$ cat src/hw/rtl/hpd_pkg.sv
// shared constants and types for the heater pid duty controller
package hpd_pkg;

  localparam int IntegralWidthDefault = 32;
  localparam int MeasWidth            = 13;
  localparam int ErrWidth             = 14;
  localparam int GainWidth            = 16;
  localparam int DutyWidth            = 8;
  localparam int OutShift             = 12;
  localparam int CfgIdxWidth          = 3;
  localparam int CfgDataWidth         = 16;
  localparam int ProdWidth            = MeasWidth + GainWidth;

  localparam logic [DutyWidth-1:0] DutyMax = 8'd255;

  typedef enum logic [CfgIdxWidth-1:0] {
    CFG_ENABLE    = 3'd0,
    CFG_SETPOINT  = 3'd1,
    CFG_GAIN_P    = 3'd2,
    CFG_GAIN_I_DT = 3'd3,
    CFG_GAIN_D_DT = 3'd4
  } cfg_reg_e;

endpackage

$ cat src/hw/rtl/heater_pid_duty.sv
// heater pid duty controller: positional pid step from measured temperature to pwm duty
// an accepted input passes the input register, then the result register; the pid math runs
// in one pass between the two registers; one item per cycle while the result register is free
// unless disabled or off, the integral and last error update in that pass; the next item sees them
// reset: asynchronous, active low; clears config registers, pid state and both valid flags
// results stall in the result register; the input side stalls only when that register is blocked
module heater_pid_duty #(
  parameter int INTEGRAL_WIDTH = hpd_pkg::IntegralWidthDefault
) (
  input  logic                            clk_i,
  input  logic                            rst_ni,
  input  logic                            cfg_we_i,
  input  logic [hpd_pkg::CfgIdxWidth-1:0] cfg_idx_i,
  input  logic [hpd_pkg::CfgDataWidth-1:0] cfg_data_i,
  input  logic                            in_valid_i,
  output logic                            in_stall_o,
  input  logic [hpd_pkg::MeasWidth-1:0]   measured_i,
  output logic                            out_valid_o,
  input  logic                            out_stall_i,
  output logic [hpd_pkg::DutyWidth-1:0]   duty_o,
  output logic                            updated_o
);

  localparam int IW = INTEGRAL_WIDTH;
  localparam int PW = hpd_pkg::ProdWidth;
  localparam int SW = ((IW > PW) ? IW : PW) + 1;
  localparam int TW = ((IW > 32) ? IW : 32) + 2;
  localparam int DW = hpd_pkg::DutyWidth;
  localparam int HiLsb = hpd_pkg::OutShift + DW;
  localparam logic [IW-1:0] IMax = {1'b0, {(IW-1){1'b1}}};

  // configuration registers
  logic                               enable_q;
  logic [hpd_pkg::MeasWidth-1:0]      setpoint_q;
  logic [hpd_pkg::GainWidth-1:0]      gain_p_q, gain_i_q, gain_d_q;

  always_ff @(posedge clk_i or negedge rst_ni) begin
    if (!rst_ni) begin
      enable_q   <= 1'b0;
      setpoint_q <= '0;
      gain_p_q   <= '0;
      gain_i_q   <= '0;
      gain_d_q   <= '0;
    end else if (cfg_we_i) begin
      unique case (hpd_pkg::cfg_reg_e'(cfg_idx_i))
        hpd_pkg::CFG_ENABLE:    enable_q   <= cfg_data_i[0];
        hpd_pkg::CFG_SETPOINT:  setpoint_q <= cfg_data_i[hpd_pkg::MeasWidth-1:0];
        hpd_pkg::CFG_GAIN_P:    gain_p_q   <= cfg_data_i;
        hpd_pkg::CFG_GAIN_I_DT: gain_i_q   <= cfg_data_i;
        hpd_pkg::CFG_GAIN_D_DT: gain_d_q   <= cfg_data_i;
        default: ;
      endcase
    end
  end

  // input register and result register handshake
  logic                          s1_valid_q;
  logic [hpd_pkg::MeasWidth-1:0] s1_meas_q;
  logic                          out_valid_q;
  logic [DW-1:0]                 out_duty_q;
  logic                          out_upd_q;
  logic                          s1_adv;

  assign s1_adv     = s1_valid_q && (!out_valid_q || !out_stall_i);
  assign in_stall_o = s1_valid_q && !s1_adv;

  always_ff @(posedge clk_i or negedge rst_ni) begin
    if (!rst_ni) begin
      s1_valid_q <= 1'b0;
    end else if (!in_stall_o) begin
      s1_valid_q <= in_valid_i;
    end
  end

  always_ff @(posedge clk_i) begin
    if (in_valid_i && !in_stall_o) begin
      s1_meas_q <= measured_i;
    end
  end

  // pid state
  logic [hpd_pkg::ErrWidth-1:0] prior_q;
  logic [IW-1:0]                integral_q;
  logic [DW-1:0]                duty_held_q;

  // single pass pid math
  logic                          off;
  logic [hpd_pkg::MeasWidth-1:0] err;
  logic [PW-1:0]                 p_prod, i_add;
  logic [SW-1:0]                 i_sum;
  logic [IW-1:0]                 i_next;
  logic signed [hpd_pkg::ErrWidth:0] derr;
  logic signed [31:0]            d_prod;
  logic signed [TW-1:0]          total;
  logic [DW-1:0]                 pid_duty;
  logic [DW-1:0]                 duty_d;
  logic                          upd_d;

  always_comb begin
    off    = (setpoint_q == '0) || (s1_meas_q > setpoint_q);
    err    = setpoint_q - s1_meas_q;
    p_prod = PW'(err) * PW'(gain_p_q);
    i_add  = PW'(err) * PW'(gain_i_q);
    i_sum  = SW'(integral_q) + SW'(i_add);
    // saturate the integral at its largest positive value
    i_next = (i_sum > SW'(IMax)) ? IMax : i_sum[IW-1:0];
    derr   = $signed({2'b00, err}) - $signed({1'b0, prior_q});
    d_prod = 32'(derr) * $signed({16'b0, gain_d_q});
    total  = $signed(TW'(p_prod)) + $signed(TW'(i_next)) + TW'(d_prod);
    if (total <= 0) begin
      pid_duty = '0;
    end else if (total[TW-2:HiLsb] != '0) begin
      pid_duty = hpd_pkg::DutyMax;
    end else begin
      pid_duty = total[HiLsb-1:hpd_pkg::OutShift];
    end
    if (!enable_q) begin
      duty_d = duty_held_q;
      upd_d  = 1'b0;
    end else if (off) begin
      duty_d = '0;
      upd_d  = 1'b1;
    end else begin
      duty_d = pid_duty;
      upd_d  = 1'b1;
    end
  end

  always_ff @(posedge clk_i or negedge rst_ni) begin
    if (!rst_ni) begin
      prior_q     <= '0;
      integral_q  <= '0;
      duty_held_q <= '0;
    end else if (s1_adv && enable_q) begin
      duty_held_q <= duty_d;
      if (!off) begin
        prior_q    <= {1'b0, err};
        integral_q <= i_next;
      end
    end
  end

  always_ff @(posedge clk_i or negedge rst_ni) begin
    if (!rst_ni) begin
      out_valid_q <= 1'b0;
    end else if (!out_valid_q || !out_stall_i) begin
      out_valid_q <= s1_valid_q;
    end
  end

  always_ff @(posedge clk_i) begin
    if (s1_adv) begin
      out_duty_q <= duty_d;
      out_upd_q  <= upd_d;
    end
  end

  assign out_valid_o = out_valid_q;
  assign duty_o      = out_duty_q;
  assign updated_o   = out_upd_q;

  // integral is never negative
  a_integral_pos: assert property (@(posedge clk_i) disable iff (!rst_ni)
    !integral_q[IW-1])
    else $error("integral went negative");

  // a disabled item leaves the pid state alone
  a_disabled_hold: assert property (@(posedge clk_i) disable iff (!rst_ni)
    (s1_adv && !enable_q) |=> ($stable(integral_q) && $stable(prior_q)
                               && $stable(duty_held_q)))
    else $error("pid state changed while disabled");

  // input side only stalls when the result register is occupied
  a_stall_cause: assert property (@(posedge clk_i) disable iff (!rst_ni)
    in_stall_o |-> (out_valid_q && out_stall_i))
    else $error("input stalled without a blocked result");

  // an off tick reports duty zero
  a_off_zero: assert property (@(posedge clk_i) disable iff (!rst_ni)
    (s1_adv && enable_q && off) |=> (out_valid_q && duty_o == '0 && updated_o))
    else $error("off tick gave nonzero duty");

endmodule

$ cat config.mk
export PLATFORM = sky130hd
export DESIGN_NAME = heater_pid_duty
export DESIGN_NICKNAME = d
export VERILOG_FILES = /design/src/hw/rtl/hpd_pkg.sv /design/src/hw/rtl/heater_pid_duty.sv
export SDC_FILE = /design/constraint.sdc
export NUM_CORES = 2
export LEC_CHECK = 0
export ABC_AREA = 1
export BUFFER_PORTS_ARGS = -buffer_cell sky130_fd_sc_hd__buf_4
export CAP_MARGIN = 20
export CORE_MARGIN = 2
export CORE_UTILIZATION = 30
export CTS_CLUSTER_SIZE = 28
export DETAILED_ROUTE_END_ITERATION = 16
export REMOVE_ABC_BUFFERS = 1
export SLEW_MARGIN = 20
export SYNTH_ARGS = -nofsm -noshare
export SYNTH_HDL_FRONTEND = slang
export SYNTH_SLANG_ARGS = --single-unit
$ cat constraint.sdc
create_clock -name clk_i -period 12.4 [get_ports clk_i]
set_input_delay 2.48 -clock clk_i [delete_from_list [all_inputs] [get_ports clk_i]]
set_output_delay 2.48 -clock clk_i [all_outputs]
set_load 0.01 [all_outputs]
; Yosys cells after proc, flatten, opt, wreduce, memory -nomap -nowiden
; Index checks and enable logic that the tools add are counted.
[op_classes]
n_addsub = 5
n_mul = 3
n_lt_le_gt_ge = 3
n_eq_ne = 4
n_mux = 6
n_bitwise = 1
n_reduce_logical = 19
[ops]
columns = operator, count
row1 = 13-bit by 16-bit multiplier with 29-bit output, 2
row2 = 34-bit by 31-bit adder with 34-bit output, 1
row3 = 34-bit by 1-bit <= comparator with 1-bit output (second input constant), 1
row4 = 29-bit by 32-bit adder with 33-bit output, 1
row5 = 32-bit by 29-bit adder with 33-bit output, 1
row6 = 33-bit by 31-bit greater-than comparator with 1-bit output (second input constant), 1
row7 = 32-bit two-way mux, 1
row8 = 8-bit two-way mux, 4
row9 = 14-bit by 17-bit multiplier with 31-bit output, 1
row10 = 13-bit by 13-bit subtractor with 14-bit output, 1
row11 = 13-bit greater-than comparator, 1
row12 = 13-bit zero test, 1
row13 = 13-bit nonzero test, 1
row14 = 13-bit subtractor, 1
row15 = 2-bit AND reduction, 6
row16 = 3-bit by 2-bit equality test with 1-bit output (second input constant), 2
row17 = 1-bit logical AND, 4
row18 = 1-bit zero test, 4
row19 = 3-bit by 1-bit equality test with 1-bit output (second input constant), 1
row20 = 3-bit equality test (second input constant), 1
row21 = 3-bit zero test, 1
row22 = 1-bit logical OR, 2
row23 = 1-bit two-way mux, 1
row24 = 1-bit inverter, 1
[totals]
ff_bits = 139
output_inout_bits = 11

; Longest topological paths before layout
[depth]
depth_word = 12
ltp_mapped = 78

; Worst setup path before layout
; Ideal clock, no wire load.
[synth_timing]
path_type = flip-flop to flip-flop
start = register setpoint_q[2] (netlist bit)
end = register out_duty_q[1] (netlist: duty_o[1]) (data pin)
setup_ps = 268
arrival_ps = 13186
required_ps = 12132
setup_slack_ps = -1054
stages_incl_launch_ff = 69
path_cell_list = dfrtp_1 ha_1 a21oi_1 nand2_1 nand2_1 nand2_1 nand2_1 nand2_1 nand2_1 nand2_1 a21oi_1 xor2_1 buf_2 nand2_1 fa_1 inv_1 fa_1 fa_1 [... 33 more ...] fa_1 inv_1 fa_1 inv_1 ha_1 nand2_1 nor2_1 nand3_1 nand3b_1 nand2_1 nand3_1 nand2_1 nor2_1 nand2_1 nor2_4 nand2_2 nand3_1 o21ai_0
[synth_between]
elab_chain_cells = 12
word_cells_on_any_way = 19
cone_classes = add/sub: 5 / mul: 3 / order compare: 3 / mux: 5 / reduce/logical: 3
[synth_rtl]
columns = item, line
row1 = from (decl), heater_pid_duty.sv:34  ; logic [hpd_pkg::MeasWidth-1:0] setpoint_q;
row2 = from (signal assigned), heater_pid_duty.sv:47  ; hpd_pkg::CFG_SETPOINT: setpoint_q <= cfg_data_i[hpd_pkg::MeasWidth-1:0];
row3 = 13-bit subtractor (*), heater_pid_duty.sv:101  ; err = setpoint_q - s1_meas_q;
row4 = "via err, one bit", heater_pid_duty.sv:88  ; logic [hpd_pkg::MeasWidth-1:0] err;
row5 = 13-bit by 16-bit multiplier with 29-bit output, heater_pid_duty.sv:103  ; i_add = PW'(err) * PW'(gain_i_q);
row6 = 32-bit by 29-bit adder with 33-bit output, heater_pid_duty.sv:104  ; i_sum = SW'(integral_q) + SW'(i_add);
row7 = 33-bit by 31-bit greater-than comparator with 1-bit output, heater_pid_duty.sv:106  ; i_next = (i_sum > SW'(IMax)) ? IMax : i_sum[IW-1:0];
row8 = 32-bit two-way mux, heater_pid_duty.sv:106
row9 = 29-bit by 32-bit adder with 33-bit output, heater_pid_duty.sv:109  ; total = $signed(TW'(p_prod)) + $signed(TW'(i_next)) + TW'(d_prod);
row10 = 34-bit by 31-bit adder with 34-bit output (*), heater_pid_duty.sv:109
row11 = branches (longest 2 deep; another with 34-bit by 1-bit <= comparator with 1-bit output), --
row12 = 8-bit two-way mux (*), heater_pid_duty.sv:110  ; if (total <= 0) begin
row13 = 8-bit two-way mux (*), heater_pid_duty.sv:120  ; end else if (off) begin
row14 = 8-bit two-way mux (*), heater_pid_duty.sv:117  ; if (!enable_q) begin
row15 = via duty_d[1], heater_pid_duty.sv:96  ; logic [DW-1:0] duty_d;
row16 = to (signal assigned), heater_pid_duty.sv:153  ; out_duty_q <= duty_d;
row17 = to (decl), heater_pid_duty.sv:60  ; logic [DW-1:0] out_duty_q;
; Mark *: on every way through the listed nets, which the timed path passes.
; A chain may end at the register's enable or synchronous reset.

; Worst setup path after layout
[layout_timing]
start = register setpoint_q[3] (netlist bit)
end = register duty_held_q[2]
[layout_between]
elab_chain_cells = 12
word_cells_on_any_way = 19
cone_classes = add/sub: 5 / mul: 3 / order compare: 3 / mux: 5 / reduce/logical: 3
[layout_rtl]
columns = item, line
row1 = 13-bit subtractor (*), heater_pid_duty.sv:101
row2 = 13-bit by 16-bit multiplier with 29-bit output (*), heater_pid_duty.sv:103
row3 = 32-bit by 29-bit adder with 33-bit output (*), heater_pid_duty.sv:104
row4 = 33-bit by 31-bit greater-than comparator with 1-bit output, heater_pid_duty.sv:106
row5 = 32-bit two-way mux (*), heater_pid_duty.sv:106
row6 = via i_next[9], heater_pid_duty.sv:91  ; logic [IW-1:0] i_next;
row7 = 29-bit by 32-bit adder with 33-bit output (*), heater_pid_duty.sv:109
row8 = 34-bit by 31-bit adder with 34-bit output (*), heater_pid_duty.sv:109
row9 = branches (longest 2 deep; another with 34-bit by 1-bit <= comparator with 1-bit output), --
row10 = 8-bit two-way mux (*), heater_pid_duty.sv:110
row11 = 8-bit two-way mux (*), heater_pid_duty.sv:120
row12 = 8-bit two-way mux (*), heater_pid_duty.sv:117
row13 = to (signal assigned), heater_pid_duty.sv:135  ; duty_held_q <= duty_d;
row14 = to (decl), heater_pid_duty.sv:84  ; logic [DW-1:0] duty_held_q;
; Marks and branches as above.

==> flow_metrics.py <==
metrics = {
    "outcome": {
        "outcome": "finished with violations",
        "failed_checks": "setup timing",
    },
    "clocking": {
        "clock_latency_ns": 0.52,
        "cts_sinks": 139,
        "cts_buffers": 17,
        "root_buffer": "clkbuf_16",
        "cts_buffer_depth": 2,
        "path_clk_slew_ns": 0.09,
        "h-tree-depth": 4,
        "postCtsHoldBufs": 0,
        "tritoncts": "built",
    },
    "logic_synthesis": {
        "synthTopCellsByArea": "fa_1 35%, ha_1 13%, inv_1 13%, nand2_1 11%, dfrtp_1 9.3%",
        "synth-edff-count": 22,
        "yosysTopAreaCellShare_pct": 35.47,
        "async_flop_share_pct": 84.17,
        "synth.cell_area_um2": 31610,
        "synth.most_common_cell": "inv_1",
        "synth-seq-cells": 139,
        "synth_largest_area_cell": "fa_1",
        "syn_inst": 4108,
        "syn_area_per_cell_um2": 7.694,
        "ys_top_cells_by_count": "1058 x inv_1, 949 x nand2_1, 560 x fa_1",
        "synthFlopType": "dfrtp_1",
        "ys_types": 49,
        "ys_seq_area_share_pct": 11.35,
        "ys_warn_count": 0,
    },
    "sta": {
        "slew_viol_final": 0,
        "setup_viol": 16,
        "slew_headroom_pct": 28.29,
        "min_period_ns": 13.93,
        "rsz0062_at_grt": "true",
        "worstMarginPinSlew_ns": 1.074,
        "final.period_utilization_pct": 112.3,
        "clock_skew_ns": 0.02440,
        "finalHoldViolCount": 0,
        "clock.fmax_ghz": 0.07181,
        "setup_slack_ns": -1.526,
    },
    "final_layout": {
        "finalCoreUtilization_pct": 37.87,
        "fill_cells": 10924,
        "diodes": 0,
        "fin_nets": 5516,
        "area_growth_pct": 25.59,
        "layout-drive-gt1-share_pct": 20.14,
    },
    "route": {
        "drt_iter0_markers": 1513,
        "routed_wl_mm": 102.3,
        "drc": 0,
        "vias": 27470,
        "antenna_left": 0,
        "vias_per_cell": 4.575,
        "drt_first_pass_iters": 5,
        "avgRoutedWirePerCell_um": 17.04,
    },
    "die": {
        "core_area_um2": 104800,
        "die_y_um": 328.6,
        "die_area_um2": 108000,
        "chipWidth_um": 328.6,
        "rows": 119,
        "pin_count": 48,
        "start_util_pct": 30.15,
    },
    "setup_path": {
        "critPathTopFamily": "adder cells",
        "worstReg2RegStart": "setpoint_q[3]",
        "path_max_fanout": 8,
        "reg2reg_to": "duty_held_q[2]",
        "path_buf_inv": 21,
        "reg2reg_depth": 74,
        "required_ns": 12.84,
        "slowest_delay_ns": 0.61,
        "cp_data_arrival_time_ns": 14.36,
        "path_class": "reg2reg",
        "cp-start-kind": "flop",
        "worstSetupPathDepth": 74,
        "cpMostUsedCell": "fa_1",
        "end_kind": "flop",
        "critPathSlowestCell": "fa_1",
        "rrSetupSlack_ns": -1.53,
    },
    "place": {
        "hpwl_mm": 84.92,
        "dp_slack_ns": -2.284,
        "gp_congestion": 0.9264,
        "io_buffer_count": 47,
    },
    "hold_path": {
        "min_from": "s1_valid_q",
        "hp-class": "reg2reg",
        "holdPathStages": 2,
        "min_to": "out_valid_o",
    },
    "flow_run": {
        "cap_violations": 0,
    },
    "global_routing": {
        "grt_usage_pct": 19.54,
        "grt_pass1_wl_mm": 162.0,
        "antenna_found_initial": 4,
        "overflow": 0,
        "grt_pass1_vias": 28962,
        "grt_start_max_net_pins": 60,
    },
}
## flip-flops by register name, summed over array words and instances (netlist names)
signal / cells
updated_o: 1
duty_held_q: 8
setpoint_q: 13
enable_q: 1
prior_q: 13
integral_q: 32
duty_o: 8
s1_valid_q: 1
gain_d_q: 16
s1_meas_q: 13
gain_i_q: 16
out_valid_o: 1
gain_p_q: 16
## layout make-up
class / count / area [um^2] / share of cell area (%)
Clock buffer: 19 / 442.9 / 1.116
Clock inverter: 13 / 156.4 / 0.3940
Inverter: 1070 / 4031 / 10.16
Sequential cell: 139 / 3588 / 9.040
Timing Repair Buffer: 591 / 4703 / 11.85
Tap cell: 1391 / 1740 / 4.384
Multi-Input combinational cell: 2781 / 25030 / 63.06
## worst register-to-register path: cells and delay by family (launching register included)
family	cells	cell delay [ns]
xor+xnor	2	0.36
simple gates	25	2.36
buf+inv	21	2.05
flops	1	0.41
compound gates	9	1.16
fa+ha+maj	17	7.55
## per-layer routing
metal | global-route usage (%) | wire [um] | up-vias
met3 | 2.292 | 5136 | 169
li1 | - | - | 13065
met5 | 0 | 28 | -
met1 | 25.68 | 44830 | 13584
met4 | 7.127 | 4204 | 4
met2 | 33.03 | 48080 | 648
## stage by stage
step / hold WS (ns) / cells / instance area, um^2 / setup TNS (ns)
6_report: 0.4675 / 6004 / 39700 / -23.91
2_1_floorplan: 0.4331 / 3990 / 31120 / -33.96
5_1_grt: 0.4953 / 6004 / 39700 / -32.56
3_3_place_gp: 0.4391 / 5925 / 37110 / -33.63
4_1_cts: 0.4733 / 5991 / 39100 / -21.72
3_5_place_dp: 0.4535 / 5926 / 37120 / -35.72
## layout by cell type, fill, tap and decap left out, types with 21 or more instances in the layout
cell type	n
a21oi_1	86
a21oi_2	29
buf_4	559
dfrtp_1	117
edfxtp_1	22
fa_1	545
ha_1	278
ha_4	38
inv_1	1025
inv_2	33
nand2_1	893
nand2_2	41
nand3_1	85
nand3_2	31
nor2_1	368
nor2_2	21
o21ai_0	110
xnor2_1	22
xor2_1	33
## repair_timing
| action | 4_1_cts | 5_1_grt |
|---|---|---|
| pin swaps | 86 | 77 |
| setup endpoints to repair | 16 | 16 |
| cloned | 1 | 0 |
| setup buffers | 34 | 16 |
| gates resized for setup | 246 | 125 |
## cell families after synthesis
kind of cell / Yosys count / share of synthesized area, %
and+or+nand+nor: 1547 / 19.51
buffers and inverters: 1188 / 14.25
adders and majority gates: 879 / 48.10
AOI/OAI and AO/OA: 290 / 4.980
DFF: 139 / 11.35
xor gates and xnor gates: 64 / 1.797
other: 1 / 0.01186
## worst max path at each step
stage | slack, ns | endpoint | startpoint
4_1_cts | -1.38 | duty_o[3] | setpoint_q[3]
2_1_floorplan | -2.20 | duty_o[1] | setpoint_q[3]
3_3_place_gp | -2.14 | duty_o[1] | setpoint_q[7]
3_5_place_dp | -2.28 | duty_o[1] | setpoint_q[3]
5_1_grt | -2.08 | duty_o[2] | setpoint_q[3]
6_report | -1.53 | duty_held_q[2] | setpoint_q[3]
Power is left out: the tool's default activity adds up to more than one toggle a clock period on the data nets, which glitch-free logic cannot reach.
